## src/design/lfdr_pkg.sv

```systemverilog
`default_nettype none
package lfdr_pkg;

   localparam int COMP_W = 16;
   localparam int SUM_W = 32;
   localparam int FRAC_W = 28;
   localparam int DIR_SHIFT = 14;
   localparam int ROOT_W = 30;
   localparam int RAD_W = 2 * ROOT_W;
   localparam int REM_W = ROOT_W + 3;
   localparam int MAG_W = 16;
   localparam int QUO_W = 15;
   localparam int QUEUE_DEPTH = 2;

   typedef struct packed {
      logic signed [COMP_W-1:0] dir_x;
      logic signed [COMP_W-1:0] dir_y;
      logic signed [COMP_W-1:0] dir_z;
      logic signed [COMP_W-1:0] normal_x;
      logic signed [COMP_W-1:0] normal_y;
      logic signed [COMP_W-1:0] normal_z;
   } req_type;

   typedef struct packed {
      logic signed [COMP_W-1:0] out_x;
      logic signed [COMP_W-1:0] out_y;
      logic signed [COMP_W-1:0] out_z;
      logic                     degenerate;
   } rsp_type;

   // Classified beat as it sits in the queue.
   typedef struct packed {
      req_type          req;
      logic             use_y;
      logic             degen;
      logic [SUM_W-1:0] sum;
   } item_type;

   typedef struct packed {
      logic    valid;
      req_type req;
      logic    use_y;
      logic    degen;
   } side_type;

   typedef struct packed {
      logic     valid;
      item_type item;
   } qbeat_type;

endpackage
`default_nettype wire

```

## src/design/lfdr_front.sv

```systemverilog
`default_nettype none
module lfdr_front (
   input  wire logic               clock,
   input  wire logic               reset,
   input  wire logic               start,
   output logic                    busy,
   input  wire lfdr_pkg::req_type  req_data,
   output lfdr_pkg::qbeat_type     push_beat,
   input  wire logic               queue_full
);

   logic                        valid_ff;
   lfdr_pkg::item_type          item_ff;
   lfdr_pkg::item_type          item_in;
   logic                        stall;
   logic                        accept;
   logic signed [31:0]          nx2;
   logic signed [31:0]          ny2;
   logic signed [31:0]          nz2;
   logic [lfdr_pkg::SUM_W-1:0]  sum_x;
   logic [lfdr_pkg::SUM_W-1:0]  sum_y;

   assign stall  = valid_ff & queue_full;
   assign busy   = stall;
   assign accept = start & ~stall;

   always_comb begin
      nx2 = req_data.normal_x * req_data.normal_x;
      ny2 = req_data.normal_y * req_data.normal_y;
      nz2 = req_data.normal_z * req_data.normal_z;
      sum_x = $unsigned(nx2) + $unsigned(nz2);
      sum_y = $unsigned(ny2) + $unsigned(nz2);
      item_in.req = req_data;
      // A tie of the squares takes the y/z based tangent.
      item_in.use_y = !(nx2 > ny2);
      item_in.sum = item_in.use_y ? sum_y : sum_x;
      item_in.degen = (item_in.sum == '0);
   end

   always_ff @(posedge clock) begin
      if (reset) begin
         valid_ff <= 1'b0;
      end else if (!stall) begin
         valid_ff <= accept;
      end
      if (!stall && accept) begin
         item_ff <= item_in;
      end
   end

   assign push_beat.valid = valid_ff & ~queue_full;
   assign push_beat.item  = item_ff;

endmodule
`default_nettype wire

```

## config.mk

```make
export PLATFORM = sky130hd
export DESIGN_NAME = lfdr_front
export DESIGN_NICKNAME = d
export VERILOG_FILES = /design/src/design/lfdr_pkg.sv /design/src/design/lfdr_front.sv
export SDC_FILE = /design/constraint.sdc
export NUM_CORES = 2
export LEC_CHECK = 0
export BUFFER_PORTS_ARGS = -buffer_cell sky130_fd_sc_hd__buf_2
export CAP_MARGIN = 15
export CORE_AREA = 2 2 347 246
export CTS_CLUSTER_DIAMETER = 150
export CTS_CLUSTER_SIZE = 12
export DETAILED_ROUTE_END_ITERATION = 10
export DIE_AREA = 0 0 349 248
export SLEW_MARGIN = 5
export SYNTH_ARGS = -nofsm -noshare
export SYNTH_HDL_FRONTEND = slang
export SYNTH_SLANG_ARGS = --single-unit
export TNS_END_PERCENT = 50
```

## constraint.sdc

```tcl
create_clock -name clock -period 23 [get_ports clock]
set_clock_uncertainty 0.1 [all_clocks]
set_input_delay 4.6 -clock clock [delete_from_list [all_inputs] [get_ports clock]]
set_output_delay 4.6 -clock clock [all_outputs]
set_load 0.02 [all_outputs]
```

==> out/metrics.yaml <==
outcome: "completed"
clk_latency_ns: 0.47
avgSynthCellArea_um2: 9.747
rsz0062_at_grt: "no"
place_ws_ns: 4.545
cts.clk_slew.worst_paths_ns: 0.07
die_h_um: 248
drive_gt1_share_pct: 8.607
crit_fanout: 22
grt_pass1_vias: 23650
first_pass_iters: 5
antenna_cells: 0
place.gp.congestion: 0.8723
min_from: "valid_ff"
antenna_left: 0
hold_violations: 0
timing.final.crit_share_pct: 78.12
core_um2: 83410
reg2reg_depth: 3
post-cts-setup-buffer-count: 0
fill_cells: 8174
via_per_inst: 4.764
path_delay_family: "simple AND/OR/NAND/NOR gates"
cp_num_buf_inv: 10
rows: 89
die_x_um: 349
rr_endpoint: "push_beat[66]"
ys_top_cells_by_count: "inv_1 (990), fa_1 (716), ha_1 (317)"
cts_tree: "yes"
rrSetupSlack_ns: 20.35
fmax_mhz: 55.66
syn-num-nets: 4527
tightest_slew_ns: 1.065
synth_top_area_share_pct: 43.33
critPathArrivalTime_ns: 18.16
synth-seq-cells: 131
synth.area.top_cells: "fa_1 (43%), ha_1 (12%), edfxtp_1 (12%)"
use_met3_pct: 4.249
hold_class: "register to register"
gr-max-usage-layer: "met1"
nNetsFinal: 4710
synth-edff-count: 130
drt_iter0_markers: 1181
vias: 22310
overflow: 0
use_met1_pct: 29.12
cts_inserted_buffers: 17
ios: 232
setup_slack_ns: 5.033
ys_types: 75
syn-cell-area_um2: 33080
drv_slew: 0
met2_usage_pct: 28.65
synth_ff_type: "edfxtp_1"
ys_seq_area_share_pct: 11.86
netlist_instances: 3394
grt_use_total_pct: 19.53
cp-start-kind: "primary input"
synth_top_cell_by_area: "fa_1"
grt_max_degree: 51
numPortBuffers: 231
fin_tns_setup_ns: 0
slew_headroom_pct: 28.86
min_to: "valid_ff"
dieArea_um2: 86550
max_cap_viol_count: 0
endpoint_kind: "register"
finalWorstPathRequiredPeriod_ns: 17.97
cts_resized: 0
synthArstFlopShare_pct: 0
h-tree-depth: 4
holdBufCountCts: 0
cts_sinks: 131
hold_ws_ns: 0.6018
setup.worst_path.class: "primary input to register"
reg2reg_from: "valid_ff"
yosys_warnings: 0
cts-root-buf: "clkbuf_16"
initial_core_util_pct: 39.66
yosysMostFrequentCell: "inv_1"
cp.required_ns: 23.19
drc: 0
routed_wl_mm: 79.20
place_hpwl_mm: 67.48
hold_depth: 3
antenna_found_initial: 0
clockBufferDepth: 2
crit_slowest_cell: "fa_1"
wl_per_cell_um: 16.92
slowest_delay_ns: 0.55
syn_to_final_growth_pct: 8.668
finalSetupViolCount: 0
grt_pass1_wl_mm: 130.7
logic make-up (layout without fill, tap and decap cells):
group                      after synthesis  in the layout  share of synthesized area [%]
AOI/OAI and AO/OA                      302            302                          5.839
xor gates and xnor gates               155            155                          4.149
adders and majority gates             1033           1033                          55.32
buffers and inverters                 1067           1263                          12.23
DFF                                    131            131                          11.86
muxes                                   17             17                         0.5484
and+or+nand+nor                        689            689                          10.06
worst register-to-register path, stage by stage, from the launching register on:
cell	delay, ns
dfxtp_1	0.30
and2_1	0.19
nor2b_4	0.84
buf_4	0.79
cells in the final DEF (no fill, tap or decap), types with 4 or more instances in the layout:
cell / synthesis / layout
a31o_2: 5 / 5
o21bai_1: 18 / 18
a21oi_1: 105 / 105
or4_1: 8 / 8
inv_6: 0 / 5
nand2_1: 247 / 247
buf_4: 1 / 8
nor3_1: 19 / 19
fa_1: 716 / 716
a211oi_1: 4 / 4
o211ai_1: 6 / 6
o21a_1: 12 / 12
mux2i_1: 8 / 7
edfxtp_1: 130 / 130
a21o_1: 41 / 41
clkinv_8: 0 / 5
nand3b_1: 22 / 22
and2_1: 125 / 125
inv_1: 990 / 990
xor2_1: 44 / 44
ha_1: 317 / 317
or2_2: 6 / 6
or3_1: 4 / 4
nor2_1: 148 / 148
nor2b_1: 28 / 26
buf_2: 2 / 231
nand2b_1: 24 / 24
clkbuf_16: 0 / 17
xnor2_1: 110 / 110
mux2_2: 9 / 9
a31oi_1: 6 / 6
nand3_1: 24 / 24
o21ai_0: 69 / 69
and3_1: 9 / 9
nand4_1: 15 / 15
per-layer routing:
metal	up-vias	part of all wire, %
li1	10550	-
met1	11130	49
met2	559	43
met3	69	6.8
met4	0	2.0
met5	-	0
flip-flops by register name, indices dropped and copies added (netlist names):
signal	count
valid_ff	1
push_beat	130
layout make-up:
| cell class | instances | area, µm² | area share [%] |
|---|---|---|---|
| clock buffers | 17 | 425.4 | 1.183 |
| clock inverters | 15 | 168.9 | 0.4698 |
| repair buffers | 239 | 1216 | 3.383 |
| flip-flops and latches | 131 | 3924 | 10.91 |
| inverters | 992 | 3724 | 10.36 |
| multi-input cells | 2196 | 25130 | 69.89 |
| well taps | 1092 | 1366 | 3.801 |
worst max-delay path by stage:
stage | from | to | depth (start not counted)
2_1_floorplan | req_data[33] | push_beat[32] | 45
3_3_place_gp | req_data[40] | push_beat[32] | 47
3_5_place_dp | req_data[40] | push_beat[32] | 46
4_1_cts | req_data[40] | push_beat[32] | 46
5_1_grt | req_data[40] | push_beat[32] | 49
6_report | req_data[40] | push_beat[32] | 46
per-stage QoR:
step | cells | utilization [%] | cell area [µm²]
after floorplan | 3394 | - | 33080
after global placement | 4650 | 42.39 | 35360
after detailed placement | 4650 | 42.39 | 35360
after CTS | 4682 | 43.10 | 35950
after global routing | 4682 | 43.10 | 35950
final | 4682 | 43.10 | 35950
Power is left out: the tool's default activity adds up to more than one toggle a clock period on the data nets, which glitch-free logic cannot reach.
