### src/design/lfdr_pkg.sv
`default_nettype none
package lfdr_pkg;

   localparam int COMP_W = 16;
   localparam int SUM_W = 32;
   localparam int FRAC_W = 28;
   localparam int DIR_SHIFT = 14;
   localparam int ROOT_W = 30;
   localparam int RAD_W = 2 * ROOT_W;
   localparam int REM_W = ROOT_W + 3;
   localparam int MAG_W = 16;
   localparam int QUO_W = 15;
   localparam int QUEUE_DEPTH = 2;

   typedef struct packed {
      logic signed [COMP_W-1:0] dir_x;
      logic signed [COMP_W-1:0] dir_y;
      logic signed [COMP_W-1:0] dir_z;
      logic signed [COMP_W-1:0] normal_x;
      logic signed [COMP_W-1:0] normal_y;
      logic signed [COMP_W-1:0] normal_z;
   } req_type;

   typedef struct packed {
      logic signed [COMP_W-1:0] out_x;
      logic signed [COMP_W-1:0] out_y;
      logic signed [COMP_W-1:0] out_z;
      logic                     degenerate;
   } rsp_type;

   // Classified beat as it sits in the queue.
   typedef struct packed {
      req_type          req;
      logic             use_y;
      logic             degen;
      logic [SUM_W-1:0] sum;
   } item_type;

   typedef struct packed {
      logic    valid;
      req_type req;
      logic    use_y;
      logic    degen;
   } side_type;

   typedef struct packed {
      logic     valid;
      item_type item;
   } qbeat_type;

endpackage
`default_nettype wire

### src/design/lfdr_queue.sv
`default_nettype none
module lfdr_queue #(
   parameter int DEPTH = lfdr_pkg::QUEUE_DEPTH
) (
   input  wire logic                 clock,
   input  wire logic                 reset,
   input  wire lfdr_pkg::qbeat_type  push_beat,
   output logic                      full,
   output lfdr_pkg::qbeat_type       pop_beat
);

   localparam int PTR_W = (DEPTH > 1) ? $clog2(DEPTH) : 1;
   localparam int CNT_W = $clog2(DEPTH + 1);

   lfdr_pkg::item_type  mem_ff [DEPTH];
   logic [PTR_W-1:0]    wr_ptr_ff;
   logic [PTR_W-1:0]    rd_ptr_ff;
   logic [CNT_W-1:0]    count_ff;
   logic                pop;

   // The back end never stalls, so any stored beat leaves at once.
   assign pop  = (count_ff != '0);
   assign full = (count_ff == CNT_W'(DEPTH));
   assign pop_beat.valid = pop;
   assign pop_beat.item  = mem_ff[rd_ptr_ff];

   always_ff @(posedge clock) begin
      if (push_beat.valid) begin
         mem_ff[wr_ptr_ff] <= push_beat.item;
      end
      if (reset) begin
         wr_ptr_ff <= '0;
         rd_ptr_ff <= '0;
         count_ff <= '0;
      end else begin
         if (push_beat.valid) begin
            wr_ptr_ff <= (wr_ptr_ff == PTR_W'(DEPTH - 1)) ? '0 : wr_ptr_ff + 1'b1;
         end
         if (pop) begin
            rd_ptr_ff <= (rd_ptr_ff == PTR_W'(DEPTH - 1)) ? '0 : rd_ptr_ff + 1'b1;
         end
         if (push_beat.valid && !pop) begin
            count_ff <= count_ff + 1'b1;
         end else if (!push_beat.valid && pop) begin
            count_ff <= count_ff - 1'b1;
         end
      end
   end

endmodule
`default_nettype wire

### config.mk
export PLATFORM = sky130hd
export DESIGN_NAME = lfdr_queue
export DESIGN_NICKNAME = d
export VERILOG_FILES = /design/src/design/lfdr_pkg.sv /design/src/design/lfdr_queue.sv
export SDC_FILE = /design/constraint.sdc
export NUM_CORES = 1
export LEC_CHECK = 0
export BUFFER_PORTS_ARGS = -buffer_cell sky130_fd_sc_hd__clkbuf_2
export CAP_MARGIN = 10
export CELL_PAD_IN_SITES_DETAIL_PLACEMENT = 0
export CELL_PAD_IN_SITES_GLOBAL_PLACEMENT = 1
export CORE_ASPECT_RATIO = 0.5
export CORE_UTILIZATION = 44
export CTS_CLUSTER_SIZE = 12
export DETAILED_ROUTE_END_ITERATION = 8
export PLACE_DENSITY = 0.83
export SLEW_MARGIN = 10
export SYNTH_ARGS = -nofsm -noshare
export SYNTH_HDL_FRONTEND = slang
export SYNTH_SLANG_ARGS = --single-unit
export TNS_END_PERCENT = 1
### constraint.sdc
create_clock -name clock -period 8.5 [get_ports clock]
set_input_delay 0.85 -clock clock [delete_from_list [all_inputs] [get_ports clock]]
set_output_delay 0.85 -clock clock [all_outputs]
set_load 0.02 [all_outputs]
==> metrics.cfg, run 1 <==
[yosys]
synth_top_family_by_area=multiplexers
syn_avg_cell_area_sq_um=22.5
yosysTopAreaCell=edfxtp_1
yosys.area_share.simple_pct=0.455
synth_xor_area_share_pct=0.364
synthMuxAreaShare_pct=15.2
synth_compound_area_share_pct=0.104
ys_warn_count=0
synthAdderAreaFrac_pct=0.130
synth_cells=427
ys_types=16
yosys_register_bits=265
synthTopCellsByArea=edfxtp_1 81%, mux2_2 15%, buf_6 1.2%
syn_area_sq_um=9620
synth_seq_area_share_pct=82.2
synth.top_cell.area_share_pct=81.2
synth_nets=561

[clocking]
worstSkewPairLatency_ns=0.53
ctsHtreeMaxLevel=1
ctsLongestPathBuffers=3
root_buffer=clkbuf_16
cts_setup_buffers=0
ctsResizeCount=0
clkSlewWorstSetupHoldPaths_ns=0.06
hold_buffers=0
cts_tree=yes
clock_sinks=265
numCtsBuffers=26

[floorplan]
num_rows=37
start_util_pct=45.9
coreArea_sq_um=21000
io_pins=265
dieWidth_microns=211
die_h_microns=107
dieArea_sq_um=22500

[setup_path]
worstSetupPathType=reg2out
cp-end-kind=output port
arrival_ns=2.93
crit_path_start_kind=register
worst-path-max-fanout=79
ff2ff_path_depth=2
crit_required_ns=7.65

[power_and_ir_drop]
powerDensity_nw_per_um2=295
vdd_drop_max_mv=0.136
power.leakage_uw=0.00450

[sta]
worst_slew_pin_slew_ns=1.12
rsz0062_at_grt=no
hold_viol=0
period_share_pct=44.4
hold_ws_ns=0.503
worst_slack_ns=4.72
maxSlewViolCount=0
tns_ns=0
slew_headroom_pct=25.1
finalClockSkew_ns=0.0172
fmax_mhz=265
period_needed_ns=3.78
setup_viol=0

[global_route]
grt_pass1_vias=5079
antenna_found_initial=1
track_usage_pct=17.1
grt_pass1_wl_microns=28500
grt_start_max_net_pins=82
grt_overflow_total=0

[route]
firstDrtPassIters=4
ant_nets=0
drt_wl_total_microns=19500
viasPerCell=4.81
drc_errors=0
routedWlPerCell_microns=19.3
first_iter_violations=308
num_vias=4881

[finish]
mostFrequentLayoutCell=clkbuf_2
nFillCells=1668
finalInstanceArea_sq_um=11900
instances_no_fill=1014
area_delta_synth_final_pct=24.1
mostFrequentLayoutCells=264 x clkbuf_2, 260 x edfxtp_1, 130 x mux2_2, 26 x clkbuf_16, 11 x clkbuf_1
drive_gt1_share_pct=59.8
nets=842

[status]
status=finished, final reports clean

[place]
dp_cells=972
numPortBuffers=264
dp_slack_ns=5.19
globalplace.congestion=0.773
post_dp_cell_area_sq_um=11200

[job]
max_cap_violations=0

[worst_hold_path]
worstHoldPathCells=1
min_path_type=in2reg

-- cell families (layout without fill, tap and decap cells) --
kind of cell	after synthesis	after routing
flops	265	265
other cells	0	1
compound gates	2	2
buf+inv	16	310
xor+xnor	4	4
simple gates	9	9
mux	130	130
fa+ha+maj	1	1
-- synthesized netlist by cell type --
library cell	instances
xor2_1	3
dfxtp_1	5
o21ai_0	1
buf_2	3
buf_4	2
xnor2_1	1
nor2_1	5
a21oi_1	1
edfxtp_1	260
nor2b_1	2
and2_1	1
or3_1	1
ha_1	1
mux2_2	130
inv_1	1
buf_6	10
-- critical path, cell delays in order, from the launching register on --
cell and delay, ns:
dfxtp_4 0.79, buf_4 0.93, mux2_2 0.43, clkbuf_2 0.17
-- registers in the layout, summed over array words and instances (netlist names), named ones only --
name,flops
mem_ff,260
count_ff,2
rd_ptr_ff,1
wr_ptr_ff,1
-- power breakdown --
part,switching [uW],internal [uW]
clock network,450,570
logic,525,379
registers,66.0,1540
-- worst paths after layout --
kind | start | end | slack (ns)
hold / removal | push_beat[76] | mem_ff[0][76]$_DFFE_PP_ | 0.50
setup reg to reg | wr_ptr_ff$_SDFFE_PP0P_ | mem_ff[1][54]$_DFFE_PP_ | 6.00
hold reg to reg | count_ff[1]$_SDFFE_PP0P_ | count_ff[1]$_SDFFE_PP0P_ | 0.54
setup / recovery | register | pop_beat[68] | 4.72
-- routing by layer --
layer / up-vias / GRT usage [%] / part of all wire (%)
met5: - / 0 / 0.067
li1: 2254 / - / -
met4: 2 / 5.43 / 2.7
met3: 37 / 3.87 / 3.5
met2: 92 / 30.8 / 55
met1: 2496 / 20.4 / 39
-- metrics by stage --
step	power (uW)	utilization (%)
after floorplan	2290	-
after global placement	2540	53.4
after detailed placement	2550	53.4
after CTS	3580	56.9
after global routing	3680	56.9
final	3530	56.9
-- layout make-up --
class | instances | area (sq um) | area share, %
repair buffers | 268 | 1350 | 11.3
well taps | 292 | 365 | 3.06
clock buffers | 38 | 706 | 5.91
multi-input cells | 146 | 1580 | 13.2
flip-flops and latches | 265 | 7910 | 66.3
inverters | 1 | 3.75 | 0.0314
clock inverters | 3 | 26.3 | 0.220
diodes | 1 | 2.50 | 0.0210
(Power assumes the default switching activity.)
==> run 2, diff against run 1 <==
clock period = 3.5 ns   (was 8.5 ns; I/O delays follow)
==> run 2 against run 1 <==
Compared with the run above: global-route usage fell by 0.42 points; first-iteration DRC count shrank 1.3%; clock skew is 0.0094 ns lower; wire length is 2.6% lower; die area is the same; final area is 3.5% higher; critical endpoint is now pop_beat[33].
==> metrics.cfg, run 2 (synthesized netlist as in run 1, its figures left out) <==
[place]
globalplace.congestion=0.766  ; -0.87%
place_hpwl_microns=12300
post_dp_cell_area_sq_um=11300  ; +0.51%
dp_slack_ns=1.37  ; -3.82 ns
numPortBuffers=264  ; unchanged

[sta]
fmax_mhz=376
setup_viol=0  ; unchanged
worst_slew_pin_slew_ns=0.806  ; -0.317 ns
maxSlewViolCount=0  ; unchanged
hold_viol=0  ; unchanged
slew_headroom_pct=46.3  ; +21 points
tns_ns=0  ; unchanged
worst_slack_ns=0.840  ; -3.88 ns
period_needed_ns=2.66
rsz0062_at_grt=no
period_share_pct=76.0
finalClockSkew_ns=0.00781  ; -0.00944 ns

[clocking]
clock_sinks=265  ; unchanged
numCtsBuffers=26  ; unchanged
hold_buffers=38  ; +38
clkSlewWorstSetupHoldPaths_ns=0.06  ; about the same
worstSkewPairLatency_ns=0.52  ; about the same
ctsResizeCount=0  ; unchanged
root_buffer=clkbuf_16
cts_tree=yes
ctsHtreeMaxLevel=1  ; unchanged
ctsLongestPathBuffers=3  ; unchanged
cts_setup_buffers=0  ; unchanged

[floorplan]
die_h_microns=107  ; unchanged
dieArea_sq_um=22500  ; unchanged
start_util_pct=45.9  ; unchanged
dieWidth_microns=211  ; unchanged
io_pins=265  ; unchanged
num_rows=37  ; unchanged
coreArea_sq_um=21000  ; unchanged

[power_and_ir_drop]
powerDensity_nw_per_um2=695  ; +140%
power.leakage_uw=0.00467  ; +3.8%
vdd_drop_max_mv=0.587  ; +330%

[finish]
nets=882  ; +4.8%
regMostFlops=mem_ff
reg_top3=mem_ff: 260 flops, count_ff: 2 flops
mostFrequentLayoutCell=clkbuf_2
largest_register_ffs=260  ; unchanged
final_core_util_pct=58.9  ; +2.0 points
finalInstanceArea_sq_um=12400  ; +3.5%
mostFrequentLayoutCells=264 x clkbuf_2, 260 x edfxtp_1, 130 x mux2_2, 39 x dlygate4sd3_1, 27 x clkbuf_16
drive_gt1_share_pct=57.0  ; -2.8 points
area_delta_synth_final_pct=28.4

[setup_path]
crit_end=pop_beat[33]
reg2reg_from=wr_ptr_ff$_SDFFE_PP0P_
crit_path_start_kind=register
ff2ff_setup_slack_ns=1.70  ; -4.30 ns
worst-path-max-fanout=53  ; -33%
arrival_ns=2.31  ; -0.62 ns
cp-end-kind=output port
worstSetupPathType=reg2out
ff2ff_path_depth=2  ; unchanged
crit_required_ns=3.15  ; -4.50 ns
r2r-end=mem_ff[1][57]$_DFFE_PP_

[worst_hold_path]
min_path_type=in2reg

[route]
viasPerCell=4.80  ; -0.22%
routedWlPerCell_microns=18.2  ; -5.6%
drc_errors=0  ; unchanged
firstDrtPassIters=4  ; unchanged
first_iter_violations=304  ; -1.3%
ant_nets=0  ; unchanged
num_vias=5024  ; +2.9%
drt_wl_total_microns=19000  ; -2.6%

[global_route]
grt_overflow_total=0  ; unchanged
antenna_found_initial=0  ; -1
grt_start_max_net_pins=131  ; +60%
grt_pass1_vias=5188  ; +2.1%
grt_pass1_wl_microns=28300  ; -0.99%
track_usage_pct=16.7  ; -0.42 points

[status]
status=finished, final reports clean

[job]
max_cap_violations=0  ; unchanged

-- run 2: changes by cell type in the layout (fill, tap and decap cells not counted), sizes merged --
cell,previous run,this run
dlygate4sd3,0,39
buf,4,5
clkbuf,302,292
clkinv,3,5
-- run 2: per-layer routing --
metal	global-route usage (%)	vias up	part of all wire [%]
li1	-	2338	-
met1	19.5	2544	39
met2	31.0	101	55
met3	3.19	41	3.4
met4	5.23	0	2.7
met5	0	-	0
-- run 2: worst min-delay path by stage --
stage                                  start                       end  slack (ns)  cells past startpoint
floorplan                              reset  count_ff[1]$_SDFFE_PP0P_        0.42                      1
global placement    count_ff[1]$_SDFFE_PP0P_  count_ff[1]$_SDFFE_PP0P_        0.47                      2
detailed placement    rd_ptr_ff$_SDFFE_PP0P_    rd_ptr_ff$_SDFFE_PP0P_        0.49                      2
CTS                            push_beat[59]   mem_ff[0][59]$_DFFE_PP_      0.0002                      1
global route                   push_beat[59]   mem_ff[0][59]$_DFFE_PP_      0.0004                      1
finish                         push_beat[61]   mem_ff[1][61]$_DFFE_PP_        0.02                      1
-- run 2: final cells by class --
cell class / instances / area [sq um]
fill: 1585 / 8620
antenna: 1 / 2.50
clock inverter: 5 / 18.8
tap: 292 / 365
clock buffer: 28 / 679
inverter: 1 / 3.75
sequential: 265 / 7910
timing repair buffer: 308 / 1800
multi-input combinational: 146 / 1580
-- run 2: critical path: stages (launching register included) --
cell      delay (ns)
dfxtp_4         0.82
buf_12          0.31
mux2_2          0.37
clkbuf_2        0.17
-- run 2: power by group --
part / total [uW] / internal (uW) / switching, uW / leakage, uW
Clock: 2420 / 1360 / 1060 / 0.000342
Sequential: 3900 / 3730 / 171 / 0.00248
Combinational: 2260 / 982 / 1280 / 0.00184
-- run 2: metrics by stage --
| step | cells | total power [uW] | hold slack, ns |
|---|---|---|---|
| 2_1_floorplan | 427 | 5560 | 0.419 |
| 3_3_place_gp | 973 | 6180 | 0.475 |
| 4_1_cts | 1044 | 8670 | 0.000156 |
| 5_1_grt | 1045 | 8910 | 0.000371 |
| 3_5_place_dp | 973 | 6210 | 0.493 |
| 6_report | 1046 | 8580 | 0.0212 |
